File: config.mk
export PLATFORM = sky130hd
export DESIGN_NAME = bit_addressed_coil_store
export DESIGN_NICKNAME = d
export VERILOG_FILES = /design/src/sv/bacs_pkg.sv /design/src/sv/bacs_ctrl.sv /design/src/sv/bacs_dpath.sv /design/src/sv/bit_addressed_coil_store.sv
export SDC_FILE = /design/constraint.sdc
export NUM_CORES = 1
export LEC_CHECK = 0
export BUFFER_PORTS_ARGS = -buffer_cell sky130_fd_sc_hd__clkbuf_2
export CAP_MARGIN = 25
export CELL_PAD_IN_SITES_DETAIL_PLACEMENT = 1
export CELL_PAD_IN_SITES_GLOBAL_PLACEMENT = 2
export CORE_MARGIN = 2
export CORE_UTILIZATION = 35
export CTS_CLUSTER_SIZE = 28
export DETAILED_ROUTE_END_ITERATION = 10
export PLACE_DENSITY_LB_ADDON = 0.1
export SLEW_MARGIN = 10
export SYNTH_ARGS = -nofsm -noshare
export SYNTH_HDL_FRONTEND = slang
export SYNTH_SLANG_ARGS = --single-unit
File: constraint.sdc
create_clock -name clock -period 6.56 [get_ports clock]
set_input_delay 1.312 -clock clock [delete_from_list [all_inputs] [get_ports clock]]
set_output_delay 1.312 -clock clock [all_outputs]
set_load 0.02 [all_outputs]
File: src/sv/bacs_pkg.sv
// ---------------------------------------------------------------------------
// bacs_pkg
// Shared types and constants for the bit-addressed coil store.
// ---------------------------------------------------------------------------
`default_nettype none

package bacs_pkg;

   localparam int STORE_BYTES_DEF = 32;

   localparam int ADDR_W  = 16;
   localparam int COUNT_W = 11;
   localparam int BYTE_W  = 8;
   localparam int SLOT_W  = 8;
   localparam int OFF_W   = 3;
   localparam int IDX_W   = 14;

   localparam logic [BYTE_W-1:0] BYTE_ONES = 8'hFF;

   localparam logic FUNC_READ  = 1'b0;
   localparam logic FUNC_WRITE = 1'b1;

   localparam logic STATUS_OK          = 1'b0;
   localparam logic STATUS_NO_REGISTER = 1'b1;

   typedef enum logic [1:0] {
      ST_IDLE,
      ST_FETCH,
      ST_COMMIT
   } bacs_state_type;

   typedef struct packed {
      logic load;
      logic fetch;
      logic commit;
   } bacs_cmd_type;

   typedef struct packed {
      logic out_blocked;
   } bacs_sts_type;

endpackage

`default_nettype wire

File: src/sv/bacs_ctrl.sv
// ---------------------------------------------------------------------------
// bacs_ctrl
// Sequencer: takes a beat, fetches the two store bytes, then commits.
// ---------------------------------------------------------------------------
`default_nettype none

module bacs_ctrl
   import bacs_pkg::*;
(
   input  wire logic         clock,
   input  wire logic         reset,
   input  wire logic         req_valid,
   output      logic         req_ready,
   input  wire bacs_sts_type sts,
   output      bacs_cmd_type cmd
);

   bacs_state_type state_ff;
   bacs_state_type state_in;

   always_ff @(posedge clock) begin
      if (reset) begin
         state_ff <= ST_IDLE;
      end else begin
         state_ff <= state_in;
      end
   end

   always_comb begin
      state_in   = state_ff;
      cmd        = '0;
      req_ready  = 1'b0;
      unique case (state_ff)
         ST_IDLE: begin
            req_ready = 1'b1;
            if (req_valid) begin
               cmd.load = 1'b1;
               state_in = ST_FETCH;
            end
         end
         ST_FETCH: begin
            cmd.fetch = 1'b1;
            state_in  = ST_COMMIT;
         end
         ST_COMMIT: begin
            if (!sts.out_blocked) begin
               cmd.commit = 1'b1;
               state_in   = ST_IDLE;
            end
         end
         default: begin
            state_in = ST_IDLE;
         end
      endcase
   end

endmodule

`default_nettype wire

File: src/sv/bacs_dpath.sv
// ---------------------------------------------------------------------------
// bacs_dpath
// Range check, slot tracking, two-bank coil store and result register.
// ---------------------------------------------------------------------------
`default_nettype none

module bacs_dpath
   import bacs_pkg::*;
#(
   parameter int STORE_BYTES = STORE_BYTES_DEF
) (
   input  wire logic               clock,
   input  wire logic               reset,
   input  wire bacs_cmd_type       cmd,
   output      bacs_sts_type       sts,
   input  wire logic               req_func,
   input  wire logic [ADDR_W-1:0]  req_start_coil,
   input  wire logic [COUNT_W-1:0] req_coil_count,
   input  wire logic [BYTE_W-1:0]  req_write_byte,
   input  wire logic               csr_wr_en,
   input  wire logic [ADDR_W-1:0]  csr_wr_data,
   output      logic               rsp_valid,
   input  wire logic               rsp_ready,
   output      logic [BYTE_W-1:0]  rsp_read_byte,
   output      logic               rsp_status,
   output      logic               rsp_last_byte
);

   localparam int BANK_DEPTH = (STORE_BYTES + 1) / 2;
   localparam int BANK_AW    = (BANK_DEPTH > 1) ? $clog2(BANK_DEPTH) : 1;
   localparam logic [ADDR_W:0]  STORE_COILS = (ADDR_W + 1)'(STORE_BYTES * 8);
   localparam logic [IDX_W-1:0] STORE_LIM   = IDX_W'(STORE_BYTES);

   // configuration and slot state
   logic [ADDR_W-1:0] coil_base_ff;
   logic [SLOT_W-1:0] slot_pos_ff;
   logic [SLOT_W-1:0] slot_pos_in;

   // captured beat
   logic               func_ff;
   logic [ADDR_W-1:0]  start_ff;
   logic [COUNT_W-1:0] count_ff;
   logic [BYTE_W-1:0]  wbyte_ff;

   // fetch results
   logic               err_ff;
   logic               active_ff;
   logic               last_ff;
   logic [OFF_W-1:0]   off_ff;
   logic [BYTE_W-1:0]  nmask_ff;
   logic               idx0_ff;
   logic               even_ok_ff;
   logic               odd_ok_ff;
   logic [BANK_AW-1:0] even_addr_ff;
   logic [BANK_AW-1:0] odd_addr_ff;
   logic [BYTE_W-1:0]  even_rd_ff;
   logic [BYTE_W-1:0]  odd_rd_ff;

   // store
   logic [BYTE_W-1:0]     even_mem [BANK_DEPTH];
   logic [BYTE_W-1:0]     odd_mem  [BANK_DEPTH];
   logic [BANK_DEPTH-1:0] even_vld_ff;
   logic [BANK_DEPTH-1:0] odd_vld_ff;

   // result register
   logic              rsp_valid_ff;
   logic              rsp_valid_in;
   logic [BYTE_W-1:0] rsp_byte_ff;
   logic              rsp_status_ff;
   logic              rsp_last_ff;

   // fetch-stage logic
   logic [ADDR_W:0]    end_sum;
   logic [ADDR_W:0]    limit;
   logic               err;
   logic [COUNT_W:0]   cnt_ext;
   logic [COUNT_W:0]   done_coils;
   logic [COUNT_W:0]   remain;
   logic [3:0]         n_coils;
   logic [BYTE_W-1:0]  nmask;
   logic [SLOT_W:0]    slots;
   logic [SLOT_W:0]    k_next;
   logic               last;
   logic [ADDR_W-1:0]  rel;
   logic [IDX_W-1:0]   idx;
   logic [IDX_W-1:0]   idx_p1;
   logic [IDX_W-1:0]   even_byte;
   logic               lo_ok;
   logic               hi_ok;
   logic               even_ok;
   logic               odd_ok;
   logic [BANK_AW-1:0] even_addr;
   logic [BANK_AW-1:0] odd_addr;

   // commit-stage logic
   logic [BYTE_W-1:0]   lo_byte;
   logic [BYTE_W-1:0]   hi_byte;
   logic [2*BYTE_W-1:0] pair;
   logic [2*BYTE_W-1:0] pair_sh;
   logic [2*BYTE_W-1:0] mask16;
   logic [2*BYTE_W-1:0] data16;
   logic [BYTE_W-1:0]   new_lo;
   logic [BYTE_W-1:0]   new_hi;
   logic [BYTE_W-1:0]   rd_bits;
   logic                wr_go;
   logic                even_we;
   logic                odd_we;
   logic [BYTE_W-1:0]   even_wd;
   logic [BYTE_W-1:0]   odd_wd;

   always_comb begin
      end_sum    = {1'b0, start_ff} + (ADDR_W + 1)'(count_ff);
      limit      = {1'b0, coil_base_ff} + STORE_COILS;
      err        = (start_ff < coil_base_ff) || (end_sum > limit);

      cnt_ext    = {1'b0, count_ff};
      done_coils = (COUNT_W + 1)'({slot_pos_ff, 3'b000});
      remain     = cnt_ext - done_coils;
      if (cnt_ext <= done_coils) begin
         n_coils = 4'd0;
      end else if (remain > (COUNT_W + 1)'(8)) begin
         n_coils = 4'd8;
      end else begin
         n_coils = remain[3:0];
      end
      if (n_coils == 4'd8) begin
         nmask = BYTE_ONES;
      end else begin
         nmask = BYTE_W'((9'd1 << n_coils) - 9'd1);
      end

      slots  = (SLOT_W + 1)'((cnt_ext + (COUNT_W + 1)'(7)) >> 3);
      if (slots == '0) begin
         slots = (SLOT_W + 1)'(1);
      end
      k_next = {1'b0, slot_pos_ff} + (SLOT_W + 1)'(1);
      last   = (k_next >= slots);

      rel       = start_ff - coil_base_ff;
      idx       = IDX_W'(rel[ADDR_W-1:3]) + IDX_W'(slot_pos_ff);
      idx_p1    = idx + IDX_W'(1);
      even_byte = idx + IDX_W'(idx[0]);
      lo_ok     = (idx < STORE_LIM);
      hi_ok     = (idx_p1 < STORE_LIM);
      even_ok   = idx[0] ? hi_ok : lo_ok;
      odd_ok    = idx[0] ? lo_ok : hi_ok;
      even_addr = even_byte[BANK_AW:1];
      odd_addr  = idx[BANK_AW:1];
   end

   always_comb begin
      lo_byte = idx0_ff ? odd_rd_ff : even_rd_ff;
      hi_byte = idx0_ff ? even_rd_ff : odd_rd_ff;
      pair    = {hi_byte, lo_byte};
      pair_sh = pair >> off_ff;
      rd_bits = pair_sh[BYTE_W-1:0] & nmask_ff;
      mask16  = {{BYTE_W{1'b0}}, nmask_ff} << off_ff;
      data16  = {{BYTE_W{1'b0}}, wbyte_ff & nmask_ff} << off_ff;
      new_lo  = (lo_byte & ~mask16[BYTE_W-1:0]) | data16[BYTE_W-1:0];
      new_hi  = (hi_byte & ~mask16[2*BYTE_W-1:BYTE_W]) | data16[2*BYTE_W-1:BYTE_W];
      wr_go   = cmd.commit && active_ff && (func_ff == FUNC_WRITE);
      even_we = wr_go && even_ok_ff;
      odd_we  = wr_go && odd_ok_ff;
      even_wd = idx0_ff ? new_hi : new_lo;
      odd_wd  = idx0_ff ? new_lo : new_hi;

      slot_pos_in = slot_pos_ff;
      if (cmd.commit) begin
         slot_pos_in = last_ff ? '0 : slot_pos_ff + SLOT_W'(1);
      end

      rsp_valid_in = rsp_valid_ff;
      if (cmd.commit) begin
         rsp_valid_in = 1'b1;
      end else if (rsp_ready) begin
         rsp_valid_in = 1'b0;
      end

      sts.out_blocked = rsp_valid_ff && !rsp_ready;
   end

   always_ff @(posedge clock) begin
      if (reset) begin
         coil_base_ff <= '0;
         slot_pos_ff  <= '0;
         rsp_valid_ff <= 1'b0;
         even_vld_ff  <= '0;
         odd_vld_ff   <= '0;
      end else begin
         if (csr_wr_en) begin
            coil_base_ff <= csr_wr_data;
         end
         slot_pos_ff  <= slot_pos_in;
         rsp_valid_ff <= rsp_valid_in;
         if (even_we) begin
            even_vld_ff[even_addr_ff] <= 1'b1;
         end
         if (odd_we) begin
            odd_vld_ff[odd_addr_ff] <= 1'b1;
         end
      end
   end

   always_ff @(posedge clock) begin
      if (cmd.load) begin
         func_ff  <= req_func;
         start_ff <= req_start_coil;
         count_ff <= req_coil_count;
         wbyte_ff <= req_write_byte;
      end
      if (cmd.fetch) begin
         err_ff       <= err;
         active_ff    <= !err && (n_coils != 4'd0);
         last_ff      <= last;
         off_ff       <= rel[OFF_W-1:0];
         nmask_ff     <= nmask;
         idx0_ff      <= idx[0];
         even_ok_ff   <= even_ok;
         odd_ok_ff    <= odd_ok;
         even_addr_ff <= even_addr;
         odd_addr_ff  <= odd_addr;
         even_rd_ff   <= (even_ok && even_vld_ff[even_addr]) ? even_mem[even_addr] : '0;
         odd_rd_ff    <= (odd_ok && odd_vld_ff[odd_addr]) ? odd_mem[odd_addr] : '0;
      end
      if (even_we) begin
         even_mem[even_addr_ff] <= even_wd;
      end
      if (odd_we) begin
         odd_mem[odd_addr_ff] <= odd_wd;
      end
      if (cmd.commit) begin
         rsp_byte_ff   <= (active_ff && (func_ff == FUNC_READ)) ? rd_bits : '0;
         rsp_status_ff <= err_ff ? STATUS_NO_REGISTER : STATUS_OK;
         rsp_last_ff   <= last_ff;
      end
   end

   assign rsp_valid     = rsp_valid_ff;
   assign rsp_read_byte = rsp_byte_ff;
   assign rsp_status    = rsp_status_ff;
   assign rsp_last_byte = rsp_last_ff;

endmodule

`default_nettype wire

File: src/sv/bit_addressed_coil_store.sv
// ---------------------------------------------------------------------------
// bit_addressed_coil_store
// Coil store read or written one packed byte slot per beat.
//
// A request arrives as one req_ beat per byte slot, each carrying the same
// func, start_coil and coil_count; write slots also carry write_byte. Every
// beat gives exactly one rsp_ beat: read_byte, status (no_register when the
// range falls outside the store) and last_byte on the final slot.
// csr_wr_en/csr_wr_data load coil_base; write it only while idle.
// A beat is captured in IDLE, the store is read in FETCH and the result is
// registered in COMMIT; no new beat is taken until the last one commits.
// The store reads the even and odd byte banks in FETCH and writes them back
// in COMMIT.
// Reset clears coil_base, the slot position and every coil at once.
// When rsp_ready is low the result stays in the output register; one more
// request beat is taken and held until the output register frees.
// ---------------------------------------------------------------------------
`default_nettype none

module bit_addressed_coil_store
   import bacs_pkg::*;
#(
   parameter int STORE_BYTES = STORE_BYTES_DEF
) (
   input  wire logic               clock,
   input  wire logic               reset,
   input  wire logic               req_valid,
   output      logic               req_ready,
   input  wire logic               req_func,
   input  wire logic [ADDR_W-1:0]  req_start_coil,
   input  wire logic [COUNT_W-1:0] req_coil_count,
   input  wire logic [BYTE_W-1:0]  req_write_byte,
   output      logic               rsp_valid,
   input  wire logic               rsp_ready,
   output      logic [BYTE_W-1:0]  rsp_read_byte,
   output      logic               rsp_status,
   output      logic               rsp_last_byte,
   input  wire logic               csr_wr_en,
   input  wire logic [ADDR_W-1:0]  csr_wr_data
);

   bacs_cmd_type cmd;
   bacs_sts_type sts;

   bacs_ctrl u_ctrl (
      .clock     (clock),
      .reset     (reset),
      .req_valid (req_valid),
      .req_ready (req_ready),
      .sts       (sts),
      .cmd       (cmd)
   );

   bacs_dpath #(
      .STORE_BYTES (STORE_BYTES)
   ) u_dpath (
      .clock          (clock),
      .reset          (reset),
      .cmd            (cmd),
      .sts            (sts),
      .req_func       (req_func),
      .req_start_coil (req_start_coil),
      .req_coil_count (req_coil_count),
      .req_write_byte (req_write_byte),
      .csr_wr_en      (csr_wr_en),
      .csr_wr_data    (csr_wr_data),
      .rsp_valid      (rsp_valid),
      .rsp_ready      (rsp_ready),
      .rsp_read_byte  (rsp_read_byte),
      .rsp_status     (rsp_status),
      .rsp_last_byte  (rsp_last_byte)
   );

endmodule

`default_nettype wire

======== Word level (Yosys, flattened, before mapping) ========
Memory sizes are Yosys's and may differ from the RTL's. A register that Yosys moved wholly into a read port is not among the register bits.
Index checks and enable logic that the tools add are counted.
Widths: inputs -> output; s select.
operators by class
  add/sub/neg operators ................... 11
  multiply operators ...................... 0
  divide/modulo/power cells ............... 0
  order comparisons ....................... 13
  eq/ne operators ......................... 5
  shift-type cells ........................ 4
  muxes and demuxes ....................... 34
  bitwise operators ....................... 11
  reductions and logical operators ........ 21
operators with widths
  cell                   number
  $mux 8                 5
  $and 8x8->8            4
  $or 16x16->16          2
  $shl 8x3->16           2
  $lt 14x6->1 const B    2
  $lt 4x5->1 const B     4
  $mux 1                 19
  $add 16x11->17         1
  $add 16x9->17 const B  1
  $gt 17x17->1           1
  $lt 16x16->1           1
  $not 8->8              2
  $or 8x8->8             2
  $shr 16x3->8           1
  $sub 16x16->16         1
  $add 13x8->14          1
  $add 14x1->14 const B  1
  $add 11x3->12 const B  1
  $gt 12x4->1 const B    1
  $sub 11x11->12         1
  $le 11x11->1           1
  $logic_and 1x1->1      11
  $add 8x1->9 const B    1
  $ge 9x9->1             1
  other kinds (23)       32
storage, ports and cells
  flip-flop bits (word level) ............. 130
  latch bits .............................. 0
  memory bits (writable) .................. 256
  bits in read-only memories .............. 0
  bits of input ports ..................... 57
  output and inout port bits .............. 12
  logic and storage cells ................. 124
  memories kept ........................... 2
memory list
  name              depth  width  rd ports  clocked after memory_dff  wr ports  RTL line          source
  u_dpath.even_mem  16     8      1         1                         1         bacs_dpath.sv:60  logic [BYTE_W-1:0] even_mem [BANK_DEPTH];
  u_dpath.odd_mem   16     8      1         1                         1         bacs_dpath.sv:61  logic [BYTE_W-1:0] odd_mem [BANK_DEPTH];

======== Logic depth before layout (Yosys ltp) ========
Gate-level depths: netlist (run 1).
  depth in word-level cells ............... 9
  gate-level depth with buffers ........... 19

======== Modules after synthesis ========
A second synthesis (run 1) with hierarchy kept.
unflattened totals
  cells, all modules ...................... 1,473
  area, all modules ....................... 19,736.4 um2
modules (own cells, without submodules)
  module      instances  cells each  area an instance (um2)
  bacs_dpath  1          1,463       19,641.3
  bacs_ctrl   1          10          95.1

======== Worst setup path before layout (run 1) ========
No wires, ideal clock.
  path kind ............................... register to register
  start ................................... register u_dpath.start_ff[0]
  end ..................................... register u_dpath.even_rd_ff[2], read port of u_dpath.even_mem, data pin
  arrival time ............................ 4.496 ns
  slack ................................... 1.796 ns
  cell stages (with the launch flop) ...... 17
  clock period less this slack ............ 4.764 ns
  path through ............................ edfxtp_1 -> inv_1 -> ha_1 -> fa_1 -> nor2b_1 -> o21a_1 -> nor2_1 -> xnor2_1 -> fa_1 -> ha_1 -> buf_2 -> clkbuf_1 -> clkbuf_1 -> mux4_2 -> mux2_2 -> a22oi_1 -> nor2_1
on the way
  longest elaborated chain between the ends .. 7
  elaborated cells on any way between the ends .. 11
  classes of those cells .................. add/sub: 4; order compare: 2; mux: 3; reduce/logical: 2
RTL lines
  item                          RTL line           source
  start: declaration            bacs_dpath.sv:41   logic [ADDR_W-1:0] start_ff;
  start signal: assignment      bacs_dpath.sv:207  start_ff <= req_start_coil;
  $sub 16x16->16 (*)            bacs_dpath.sv:139  rel = start_ff - coil_base_ff;
  $add 13x8->14 (*)             bacs_dpath.sv:140  idx = IDX_W'(rel[ADDR_W-1:3]) + IDX_W'(slot_pos_ff);
  net u_dpath.idx[1]            bacs_dpath.sv:85   logic [IDX_W-1:0] idx;
  $add 5x1->5 (*)               bacs_dpath.sv:142  even_byte = idx + IDX_W'(idx[0]);
  net u_dpath.even_byte[1]      bacs_dpath.sv:87   logic [IDX_W-1:0] even_byte;
  $bmux 1 s4                    bacs_dpath.sv:222  even_rd_ff <= (even_ok && even_vld_ff[even_addr]) ? even_mem[even_addr] : '0;
  $mux 1 (implied by the code)  bacs_dpath.sv:222
  $logic_and 1x1->1             bacs_dpath.sv:222
  $logic_not 1->1 (no line)     -
  end: declaration              bacs_dpath.sv:56   logic [BYTE_W-1:0] even_rd_ff;
Mark *: on every way through the listed nets, which the timed path passes. The rest lies on a longest branch. The select of a mux whose other input is x is not followed.
A chain may end at the register's enable or synchronous reset.

======== Final worst setup path (run 1) ========
  start ................................... register u_dpath.start_ff[1]
  end ..................................... register u_dpath.even_rd_ff[0], read port of u_dpath.even_mem, data pin
on the way
  longest elaborated chain between the ends .. 7
  elaborated cells on any way between the ends .. 11
  classes of those cells .................. add/sub: 4; order compare: 2; mux: 3; reduce/logical: 2
RTL lines
  item                                                 RTL line
  $sub 16x16->16 (*)                                   bacs_dpath.sv:139
  $add 13x8->14 (*)                                    bacs_dpath.sv:140
  $add 14x1->14 / $add 5x1->5 (equally long branches)  bacs_dpath.sv:141, bacs_dpath.sv:142
  $lt 14x6->1 / $bmux 1 s4 (equally long branches)     bacs_dpath.sv:144, bacs_dpath.sv:222
  $mux 1, on equally long branches                     bacs_dpath.sv:145, bacs_dpath.sv:222
  $logic_and 1x1->1                                    bacs_dpath.sv:222
  $logic_not 1->1 (no line)                            -
Every way passes the cells marked *; elsewhere a longest branch is shown, timed or not. The select of a mux whose other input is x is not followed.

==> metrics.txt, run 1 <==
status=finished clean; Overflow after GRT=0; vias in the first global route=13100; ys flop type=edfxtp_1; Sequential Power Share=40.7%; CTS buffer count=47; WHS Endpoint=u_dpath.rsp_status$_DFFE_PP_; Rows=86; Net Sw Frac=28.2%; crit share post-route=between 70 and 80%; Worst EP required=around 7000 ps; Vias/cell=5.20; Die H=241 µm; r2r worst-path depth=16; number of port buffers=68; # setup viols final=0; Max VDD drop=197 µV; initial antenna violation count=0; R2R Setup Slk=between 1000 and 1500 ps; core box area=approximately 0.055 mm²; H-tree Lvls=2; sequential element share of the synthesized area=between 50% and 60%; chip width=241 µm; routed len/inst=22.6 µm; Worst-path clk slew=around 60 ps; most frequent cells in the layout=edfxtp_1 (343), nor2_1 (186), nand2_1 (119); Synth Net Count=1634; Mapped Cells=1500; WHS=432 ps; antenna-violating nets left=0; Final GP Congestion=roughly 0.79; synth-to-layout area growth=15.7%; YS warnings=0; share of layout cells above drive strength 1=19.9%; first-pass GRT wire length=81800 µm; Min-Delay Path Class=flop to flop; post-CTS setup buffer count=0; Rel. slew slack=34.7%; Sink Count=402; crit end category=flop; setup TNS=0 ps; reg2reg end=u_dpath.even_rd_ff[0]$_SDFFCE_PN0N_; Max Freq=194 MHz; Post-synth EDFFs=343; GRT Util Overall=between 10% and 20%; unrepaired setup endpoints after global routing=false; Synth cell types=slightly above 80; Clock Root Buffer=clkbuf_16; Worst-Skew Late Latency=between 600 and 700 ps; min-delay src=u_dpath.err_ff$_DFFE_PN_; Cell Chain, Critical Path=ha_1 -> nor2b_4 -> o2111a_1 -> nor3_1 -> xnor2_1 -> ha_1 -> xnor2_2 -> buf_4 -> inv_2 -> xnor2_2 -> inv_2 -> mux4_2 -> mux2i_1 -> nor2_1 -> nor2_1 -> a2111oi_2; Int Power=5.16 mW; hpwl dp=38700 µm; Lkg Pwr=8.21 nW; # nets final=1733; Post-Route WL=53900 µm; cts hold-fix bufs=0; MaxCap Viol Count=0; I/O pins=69; CTS Buffer Depth=3; Multi-input gate area=approximately 0.008 mm²; Crit path buffers/inverters=3; Cell Pwr Density=315 mW/mm²; Final Max Tran Viols=0; worst reg2reg startpoint=u_dpath.start_ff[1]$_DFFE_PP_; First DRT Iteration DRCs=769; combinational share of power=between 20% and 30%; Pre-antenna DRT Iters=5; cts repair resizes=0; clock share of power=a little under two fifths; register area=0.0115 mm²; post-synthesis register bit count=402; crit-path max FO=30; Worst Tran Pin Value=about 980 ps; FILL cells=approximately 5800; Starting Density=35.6%; Worst Path Arrival=between 5000 and 6000 ps; Final Hold Fails=0; Mean Syn Cell Area=13.1 µm²; synthesized area=0.0197 mm²; Hold Path Stages=0; Vias=12400; Min Clock Period, post-route=just over 5000 ps; Psw=2.02 mW; startpoint types=flop; Worst path top cell family by delay=simple AND/OR/NAND/NOR gates; critical path class=flop to flop; commonest non-fill, non-tap cell in the layout=edfxtp_1; die area=0.0582 mm²; crit-path max cell delay=610 ps; Post-synth ARST share=0%; Worst Skew=30.3 ps; pin count of the biggest net entering global routing=60; crit path max-delay cell type=inv_2; # DRC=0; CTS tree=done
## state kept, by name, indices dropped and copies added (netlist names), 8 cells and up
| register | cells |
|---|---|
| u_dpath.wbyte_ff | 8 |
| u_dpath.even_rd_ff | 8 |
| u_dpath.count_ff | 11 |
| u_dpath.start_ff | 16 |
| u_dpath.even_vld_ff | 16 |
| u_dpath.odd_rd_ff | 8 |
| u_dpath.odd_vld_ff | 16 |
| u_dpath.coil_base_ff | 16 |
| u_dpath.odd_mem | 128 |
| u_dpath.nmask_ff | 8 |
| u_dpath.even_mem | 128 |
| u_dpath.rsp_read_byte | 8 |
| u_dpath.slot_pos_ff | 8 |
## cells in the mapped netlist (all sizes together) (14+ instances only)
cell / count / area (µm²)
o21ai: 51 / 255
buf: 26 / 121
nor3: 32 / 165
nor2b: 18 / 123
mux2: 23 / 259
clkbuf: 34 / 128
edfxtp: 343 / 10300
nand4: 18 / 113
a21oi: 52 / 268
nand3: 35 / 175
mux2i: 58 / 581
mux4: 76 / 1710
nand2: 119 / 447
xor2: 14 / 123
ha: 73 / 913
a21o: 23 / 173
nor2: 187 / 702
xnor2: 39 / 364
dfxtp: 59 / 1180
inv: 54 / 203
## how the worst max path moves through the flow
stage                                  startpoint                                  end  slack (ps)  depth (start not counted)
global placement    u_dpath.start_ff[1]$_DFFE_PP_  u_dpath.even_rd_ff[0]$_SDFFCE_PN0N_        1490                         16
detailed placement  u_dpath.start_ff[1]$_DFFE_PP_  u_dpath.even_rd_ff[0]$_SDFFCE_PN0N_        1350                         16
floorplan           u_dpath.start_ff[0]$_DFFE_PP_  u_dpath.even_rd_ff[2]$_SDFFCE_PN0N_        1800                         16
global route        u_dpath.start_ff[1]$_DFFE_PP_  u_dpath.even_rd_ff[0]$_SDFFCE_PN0N_         950                         16
CTS                 u_dpath.start_ff[1]$_DFFE_PP_  u_dpath.even_rd_ff[0]$_SDFFCE_PN0N_        1290                         16
finish              u_dpath.start_ff[1]$_DFFE_PP_  u_dpath.even_rd_ff[0]$_SDFFCE_PN0N_        1390                         16
## worst reg2reg max path, cell delays in order (launching register included)
cell and delay (ps):
edfxtp_1 460, ha_1 320, nor2b_4 130, o2111a_1 260
nor3_1 380, xnor2_1 140, ha_1 390, xnor2_2 180
buf_4 250, inv_2 210, xnor2_2 240, inv_2 610
mux4_2 350, mux2i_1 80, nor2_1 410, nor2_1 200
a2111oi_2 390
## layout make-up
class	count	share of cell area, %
Timing Repair Buffer	110	2.99
Clock inverter	20	1.20
Multi-Input combinational cell	984	34.4
Clock buffer	68	6.04
Sequential cell	402	50.4
Inverter	54	0.889
Tap cell	748	4.11
Antenna cell	1	0.0110
## power groups by stage
stage               Clock (mW)  Sequential, mW  Combinational, mW
finish                    2.76            2.92               1.50
CTS                       2.83            2.92               1.54
global route              2.92            2.93               1.65
floorplan                    0            2.96               1.09
global placement             0            2.98               1.51
detailed placement           0            2.98               1.53
## metal layers
layer | wire, µm | global-route usage, % | vias to the layer above
li1 | - | - | 5905
met1 | 25800 | 26.9 | 6290
met2 | 25300 | 30.6 | 163
met3 | 1750 | 2.63 | 60
met4 | 1050 | 4.88 | 0
met5 | 0 | 0 | -
## through the flow
step | worst slack [ps] | instances | power (mW) | area [µm²] | util, %
floorplan | 1800 | 1500 | 4.04 | 19700 | -
global placement | 1490 | 2287 | 4.48 | 21000 | 38.0
detailed placement | 1350 | 2297 | 4.51 | 21100 | 38.1
CTS | 1290 | 2385 | 7.29 | 22800 | 41.1
global route | 949 | 2386 | 7.49 | 22800 | 41.1
finish | 1390 | 2387 | 7.18 | 22800 | 41.1
## kinds of logic after synthesis
group                    count (synthesis)  share of synthesized area (%)
AO/OA/AOI/OAI                          231                           8.03
adder cells (fa/ha/maj)                 77                           5.04
multiplexers                           157                           12.9
XOR/XNOR                                53                           2.47
AND/OR/NAND/NOR                        466                           11.0
flip-flops                             402                           58.3
buffers and inverters                  114                           2.29
No activity file was read; power rests on OpenSTA's default activity.
==> run 2, diff against run 1 <==
clock period = 4.6 ns   (was 6.56 ns; I/O delays follow)
==> metrics.txt, run 2 (same netlist as run 1, synthesis figures left out) <==
Post-DP Area=0.0215 mm² (+1.6%); hpwl dp=40000 µm (+3.3%); met3 Resource Use GR=2.67% (+0.034 points); Die H=241 µm (unchanged); combinational share of power=23.1% (+2.2 points); commonest non-fill, non-tap cell in the layout=edfxtp_1; Lkg Pwr=8.38 nW (+2.2%); R2R Setup Slk=220 ps (-1170 ps); startpoint types=flop; Vias=12700 (+2.3%); crit share post-route=95.1% (+16 points); Pre-antenna DRT Iters=6 (+1); most used routing layer=met2; met2 Use GR=32.0% (+1.4 points); reg2reg end=u_dpath.odd_rd_ff[2]$_SDFFCE_PN0N_; chip width=241 µm (unchanged); GRT Util Overall=19.3% (+0.39 points); min-delay src=u_dpath.err_ff$_DFFE_PN_; share of layout cells above drive strength 1=21.8% (+1.9 points); First DRT Iteration DRCs=693 (-9.9%); Worst-path clk slew=60 ps (about the same); CTS buffer count=46 (-2.1%); pin count of the biggest net entering global routing=42 (-30%); setup TNS=0 ps (unchanged); Clock Root Buffer=clkbuf_16; Max Freq=229 MHz (+18%); fin area=0.0230 mm² (+1.1%); WHS Endpoint=u_dpath.rsp_status$_DFFE_PP_; first-pass GRT wire length=83700 µm (+2.3%); # DRC=0 (unchanged); Worst Path Arrival=4700 ps (-870 ps); r2r worst-path depth=16 (unchanged); Tot Pwr=10.1 mW (+40%); crit end category=flop; Post-Route WL=55000 µm (+1.9%); # setup viols final=0 (unchanged); Cell Pwr Density=437 mW/mm² (+39%); Worst-Skew Late Latency=580 ps (-30 ps); initial antenna violation count=0 (unchanged); Max VDD drop=295 µV (+50%); Int Power=7.23 mW (+40%); Overflow after GRT=0 (unchanged); Starting Density=35.6% (unchanged); Sink Count=402 (unchanged); routed len/inst=22.6 µm (+0.18%); die area=0.0582 mm² (unchanged); WHS=421 ps (-10.8 ps); global-route track usage on met1=26.8% (-0.051 points); vias in the first global route=13500 (+3.7%); H-tree Lvls=2 (unchanged); Worst Skew=24.6 ps (-5.73 ps); Vias/cell=5.23 (+0.57%); critical path class=flop to flop; Min Clock Period, post-route=4380 ps (-790 ps); antenna-violating nets left=0 (unchanged); registers with the most flip-flops=u_dpath.even_mem: 128 flops, u_dpath.odd_mem: 128 flops; Min-Delay Path Class=flop to flop; crit-path max FO=20 (-33%); non-filler instance count after layout=2428 (+1.7%); cts hold-fix bufs=0 (unchanged); most frequent cells in the layout=edfxtp_1 (343), nor2_1 (185), nand2_1 (119); status=finished clean; FILL cells=5767 (-0.052%); clock share of power=35.5% (-2.9 points); worst reg2reg startpoint=u_dpath.start_ff[1]$_DFFE_PP_; CTS tree=done; Final Hold Fails=0 (unchanged); Hold Path Stages=0 (unchanged); number of port buffers=68 (unchanged); Sequential Power Share=41.4% (+0.7 points); CTS Buffer Depth=3 (unchanged); core box area=0.0554 mm² (unchanged); Final Max Tran Viols=0 (unchanged); Net Sw Frac=28.2% (about the same); Rel. slew slack=32.7% (-2.0 points); # nets final=1776 (+2.5%); Worst Tran Pin Value=1010 ps (+29.8 ps); MaxCap Viol Count=0 (unchanged); synth-to-layout area growth=16.9%; Final GP Congestion=0.787 (+0.22%); Rows=86 (unchanged); I/O pins=69 (unchanged); Psw=2.84 mW (+40%); Worst EP required=4920 ps (-2050 ps); Placed Cells=2339 (+1.8%)
-- run 2: changes by cell type in the layout (fill, tap and decap cells not counted), sizes merged --
cell / before / now
clkbuf: 136 / 139
bufinv: 4 / 1
inv: 59 / 56
buf: 42 / 86
diode: 1 / 2
clkinv: 6 / 7
clkinvlp: 5 / 3
-- run 2: critical path: stages (launching register included) --
cell and delay (ps):
edfxtp_1 470, ha_1 330, nor2b_4 130, o2111a_1 260, nor3_1 180, buf_4 160, xnor2_1 130, ha_1 340
o21ai_1 230, nor2_1 120, nor2_4 180, buf_12 200, mux4_2 370, mux4_2 540, nor4b_4 160, buf_4 170
o211a_1 110
-- run 2: routing by layer --
layer	wire length [µm]	part of all wire [%]	vias up
met4	1160	2.1	0
met5	0	0	-
met2	26300	48	172
met1	25700	47	6495
met3	1810	3.3	59
li1	-	-	5977
-- run 2: how the worst max path moves through the flow --
stage                                              from                             endpoint  cells after the start
final                     u_dpath.start_ff[1]$_DFFE_PP_   u_dpath.odd_rd_ff[2]$_SDFFCE_PN0N_                     16
after global routing      u_dpath.start_ff[0]$_DFFE_PP_  u_dpath.even_rd_ff[0]$_SDFFCE_PN0N_                     18
after CTS                 u_dpath.start_ff[0]$_DFFE_PP_  u_dpath.even_rd_ff[2]$_SDFFCE_PN0N_                     19
after detailed placement  u_dpath.start_ff[0]$_DFFE_PP_  u_dpath.even_rd_ff[2]$_SDFFCE_PN0N_                     19
after global placement    u_dpath.start_ff[0]$_DFFE_PP_  u_dpath.even_rd_ff[1]$_SDFFCE_PN0N_                     17
after floorplan           u_dpath.start_ff[0]$_DFFE_PP_  u_dpath.even_rd_ff[2]$_SDFFCE_PN0N_                     16
-- run 2: timing repair --
action | 4_1_cts | 5_1_grt
pin swaps | 1 | 3
hold endpoints to repair | 0 | 0
gates resized for setup | 0 | 13
buffers inserted | 0 | 2
setup endpoints to repair | 2 | 19
-- run 2: area by class of cell --
type / count / area (µm²) / area share (%)
multi-input cells: 984 / 7870 / 34.2
well taps: 748 / 936 / 4.06
clock buffers: 71 / 1360 / 5.88
diodes: 2 / 5.00 / 0.0217
inverters: 54 / 203 / 0.880
flip-flops and latches: 402 / 11500 / 49.8
clock inverters: 13 / 129 / 0.559
repair buffers: 154 / 1060 / 4.61
-- run 2: through the flow --
| step | utilization, % | worst slack, ps |
|---|---|---|
| detailed placement | 38.7 | 36.7 |
| global route | 41.6 | -7.02 |
| finish | 41.6 | 224 |
| CTS | 41.4 | 6.77 |
| global placement | 38.7 | 153 |
| floorplan | - | 57.2 |
-- run 2: power groups by stage --
stage	Combinational, mW	Clock [mW]	Sequential [mW]
floorplan	1.55	0	4.22
global placement	2.34	0	4.24
detailed placement	2.36	0	4.24
CTS	2.38	3.69	4.17
global route	2.55	3.81	4.17
finish	2.33	3.58	4.17
==> run 3, diff against run 2 <==
CTS_CLUSTER_SIZE = default   (was 28)
REMOVE_ABC_BUFFERS = 1   (was default)
==> metrics.txt, run 3 (same netlist as run 1, synthesis figures left out) <==
Overflow after GRT=0 (unchanged); most frequent cells in the layout=edfxtp_1 (343), nor2_1 (183), nand2_1 (119); share of layout cells above drive strength 1=23.0% (+1.2 points); Worst Tran Pin Value=858 ps (-147 ps); Max VDD drop=260 µV (-12%); register area=0.0115 mm² (about the same); Vias=12700 (+0.35%); MaxCap Viol Count=0 (unchanged); number of port buffers=68 (unchanged); Final Hold Fails=0 (unchanged); Worst Skew=19.7 ps (-4.88 ps); status=finished clean; unrepaired setup endpoints after global routing=false; startpoint types=flop; GRT Util Overall=19.6% (+0.30 points); CTS tree=done; metal3 WL=2060 µm (+14%); core box area=0.0554 mm² (unchanged); antenna-violating nets left=0 (unchanged); Worst Setup Slack post-DPL=-131 ps (-168 ps); min-delay src=u_dpath.even_vld_ff[0]$_SDFFE_PP0P_; Worst path top cell family by delay=multiplexers; I/O pins=69 (unchanged); Worst Setup SP=u_dpath.start_ff[1]$_DFFE_PP_; cts hold-fix bufs=0 (unchanged); Die H=241 µm (unchanged); worst reg2reg startpoint=u_dpath.start_ff[1]$_DFFE_PP_; Pre-antenna DRT Iters=5 (-1); die area=0.0582 mm² (unchanged); # DRC=0 (unchanged); Multi-input gate area=0.00791 mm² (+0.57%); PnR worst setup slack=195 ps (-28.9 ps); Lkg Pwr=8.51 nW (+1.6%); hpwl dp=40200 µm (+0.49%); Final Max Tran Viols=0 (unchanged); First DRT Iteration DRCs=787 (+14%); pin count of the biggest net entering global routing=45 (+7.1%); crit-path max FO=19 (-5.0%); Final GP Congestion=0.795 (+1.1%); clock share of power=35.9% (+0.4 points); initial antenna violation count=0 (unchanged); chip width=241 µm (unchanged); critical path class=flop to flop; Net Sw Frac=28.5% (+0.35 points); fin util=42.0% (+0.42 points); combinational share of power=23.5% (+0.4 points); Psw=2.92 mW (+2.9%); Worst Path Arrival=4730 ps (+30 ps); crit-path max cell delay=490 ps (-50 ps); Starting Density=35.6% (unchanged); CTS Buffer Depth=3 (unchanged); vias in the first global route=13400 (-1.1%); Cell Chain, Critical Path=ha_1 -> nor2b_4 -> o21a_1 -> nor2_1 -> xnor2_1 -> ha_1 -> fa_2 -> buf_4 -> xnor2_2 -> inv_2 -> buf_6 -> and3_2 -> xnor2_2 -> buf_12 -> mux4_2 -> mux4_2 -> nor3b_1; crit end category=flop; Min Clock Period, post-route=4400 ps (+28.9 ps); Post-Route WL=55700 µm (+1.4%); # setup viols final=0 (unchanged); highest routing layer actually used=met4; H-tree Lvls=2 (unchanged); R2R Setup Slk=200 ps (-30 ps); Clock Root Buffer=clkbuf_16; Rows=86 (unchanged); Sink Count=402 (unchanged); crit share post-route=95.8% (+0.63 points); Vias/cell=5.20 (-0.55%); Hold Path Stages=2 (+2); Worst-Skew Late Latency=580 ps (about the same); CTS buffer count=46 (unchanged); Crit path buffers/inverters=4 (+1); reg2reg end=u_dpath.even_rd_ff[1]$_SDFFCE_PN0N_; Worst-path clk slew=60 ps (about the same); Worst EP required=4930 ps (about the same); commonest non-fill, non-tap cell in the layout=edfxtp_1; Max Freq=227 MHz (-0.66%); Cell Pwr Density=440 mW/mm² (+0.60%); Rel. slew slack=42.6% (+9.9 points); routed len/inst=22.7 µm (+0.47%); # nets final=1800 (+1.4%); FILL cells=5775 (+0.14%); crit path max-delay cell type=mux4_2; Min-Delay Path Class=flop to flop; registers with the most flip-flops=u_dpath.even_mem: 128 flops, u_dpath.odd_mem: 128 flops; synth-to-layout area growth=18.1%; WHS Endpoint=u_dpath.even_vld_ff[0]$_SDFFE_PP0P_; Int Power=7.31 mW (+1.1%); r2r worst-path depth=17 (+1); met1 WL=25500 µm (-0.71%); WL met2=26800 µm (+2.0%); first-pass GRT wire length=84500 µm (+1.0%); ANT cells=0 (-2); Sequential Power Share=40.6% (-0.8 points)
run 3: cell count changes in the layout (fill, tap and decap cells not counted), moves of 3 or more:
| cell | previous run | this run |
|---|---|---|
| buf_4 | 80 | 103 |
| buf_6 | 0 | 3 |
| clkbuf_16 | 46 | 49 |
| clkbuf_8 | 11 | 1 |
| clkinv_1 | 2 | 6 |
run 3: final cells by class:
class                      instances  share of cell area (%)
sequential                       402                    49.3
multi-input combinational        984                    34.0
clock buffer                      62                    5.52
timing repair buffer             178                    5.27
tap                              748                    4.02
clock inverter                    22                   0.957
inverter                          54                   0.882
run 3: how the worst max path moves through the flow:
stage | endpoint | cells past startpoint | slack (ps)
floorplan | u_dpath.even_rd_ff[7]$_SDFFCE_PN0N_ | 14 | -1700
global placement | u_dpath.even_rd_ff[0]$_SDFFCE_PN0N_ | 18 | -10
detailed placement | u_dpath.even_rd_ff[0]$_SDFFCE_PN0N_ | 18 | -130
CTS | u_dpath.odd_rd_ff[1]$_SDFFCE_PN0N_ | 18 | 10
global route | u_dpath.even_rd_ff[1]$_SDFFCE_PN0N_ | 18 | 10
finish | u_dpath.even_rd_ff[1]$_SDFFCE_PN0N_ | 17 | 200
run 3: repair_timing:
item	4_1_cts	5_1_grt
cloned	0	0
setup endpoints to repair	13	19
setup buffers	1	5
pin swaps	1	4
resized for setup	3	24
run 3: tightest hold or removal path, delay by kind of cell, from the launching register on:
| kind | cells | cell delay [ps] |
|---|---|---|
| flip-flops | 1 | 320 |
| AND/OR/NAND/NOR | 2 | 110 |
run 3: power groups by stage:
| stage | clock network [mW] | logic (mW) | registers (mW) |
|---|---|---|---|
| floorplan | 0 | 1.49 | 4.24 |
| global placement | 0 | 2.37 | 4.24 |
| detailed placement | 0 | 2.39 | 4.24 |
| CTS | 3.77 | 2.41 | 4.16 |
| global route | 3.90 | 2.63 | 4.16 |
| finish | 3.67 | 2.40 | 4.16 |
run 3: per-layer routing:
| metal | vias to the layer above | global-route usage, % |
|---|---|---|
| met5 | - | 0 |
| met4 | 0 | 5.22 |
| met3 | 73 | 2.97 |
| met2 | 228 | 33.2 |
| met1 | 6421 | 26.4 |
| li1 | 6026 | - |
run 3: stage by stage:
stage	setup TNS (ps)	instance area (µm²)	power (mW)	cells	hold WS, ps
after floorplan	-19610	19500	5.73	1440	400
after global routing	0	23300	10.7	2450	481
final	0	23300	10.2	2450	466
after CTS	0	23100	10.3	2444	467
after detailed placement	-1070	21600	6.63	2359	456
after global placement	-10.9	21600	6.61	2358	443
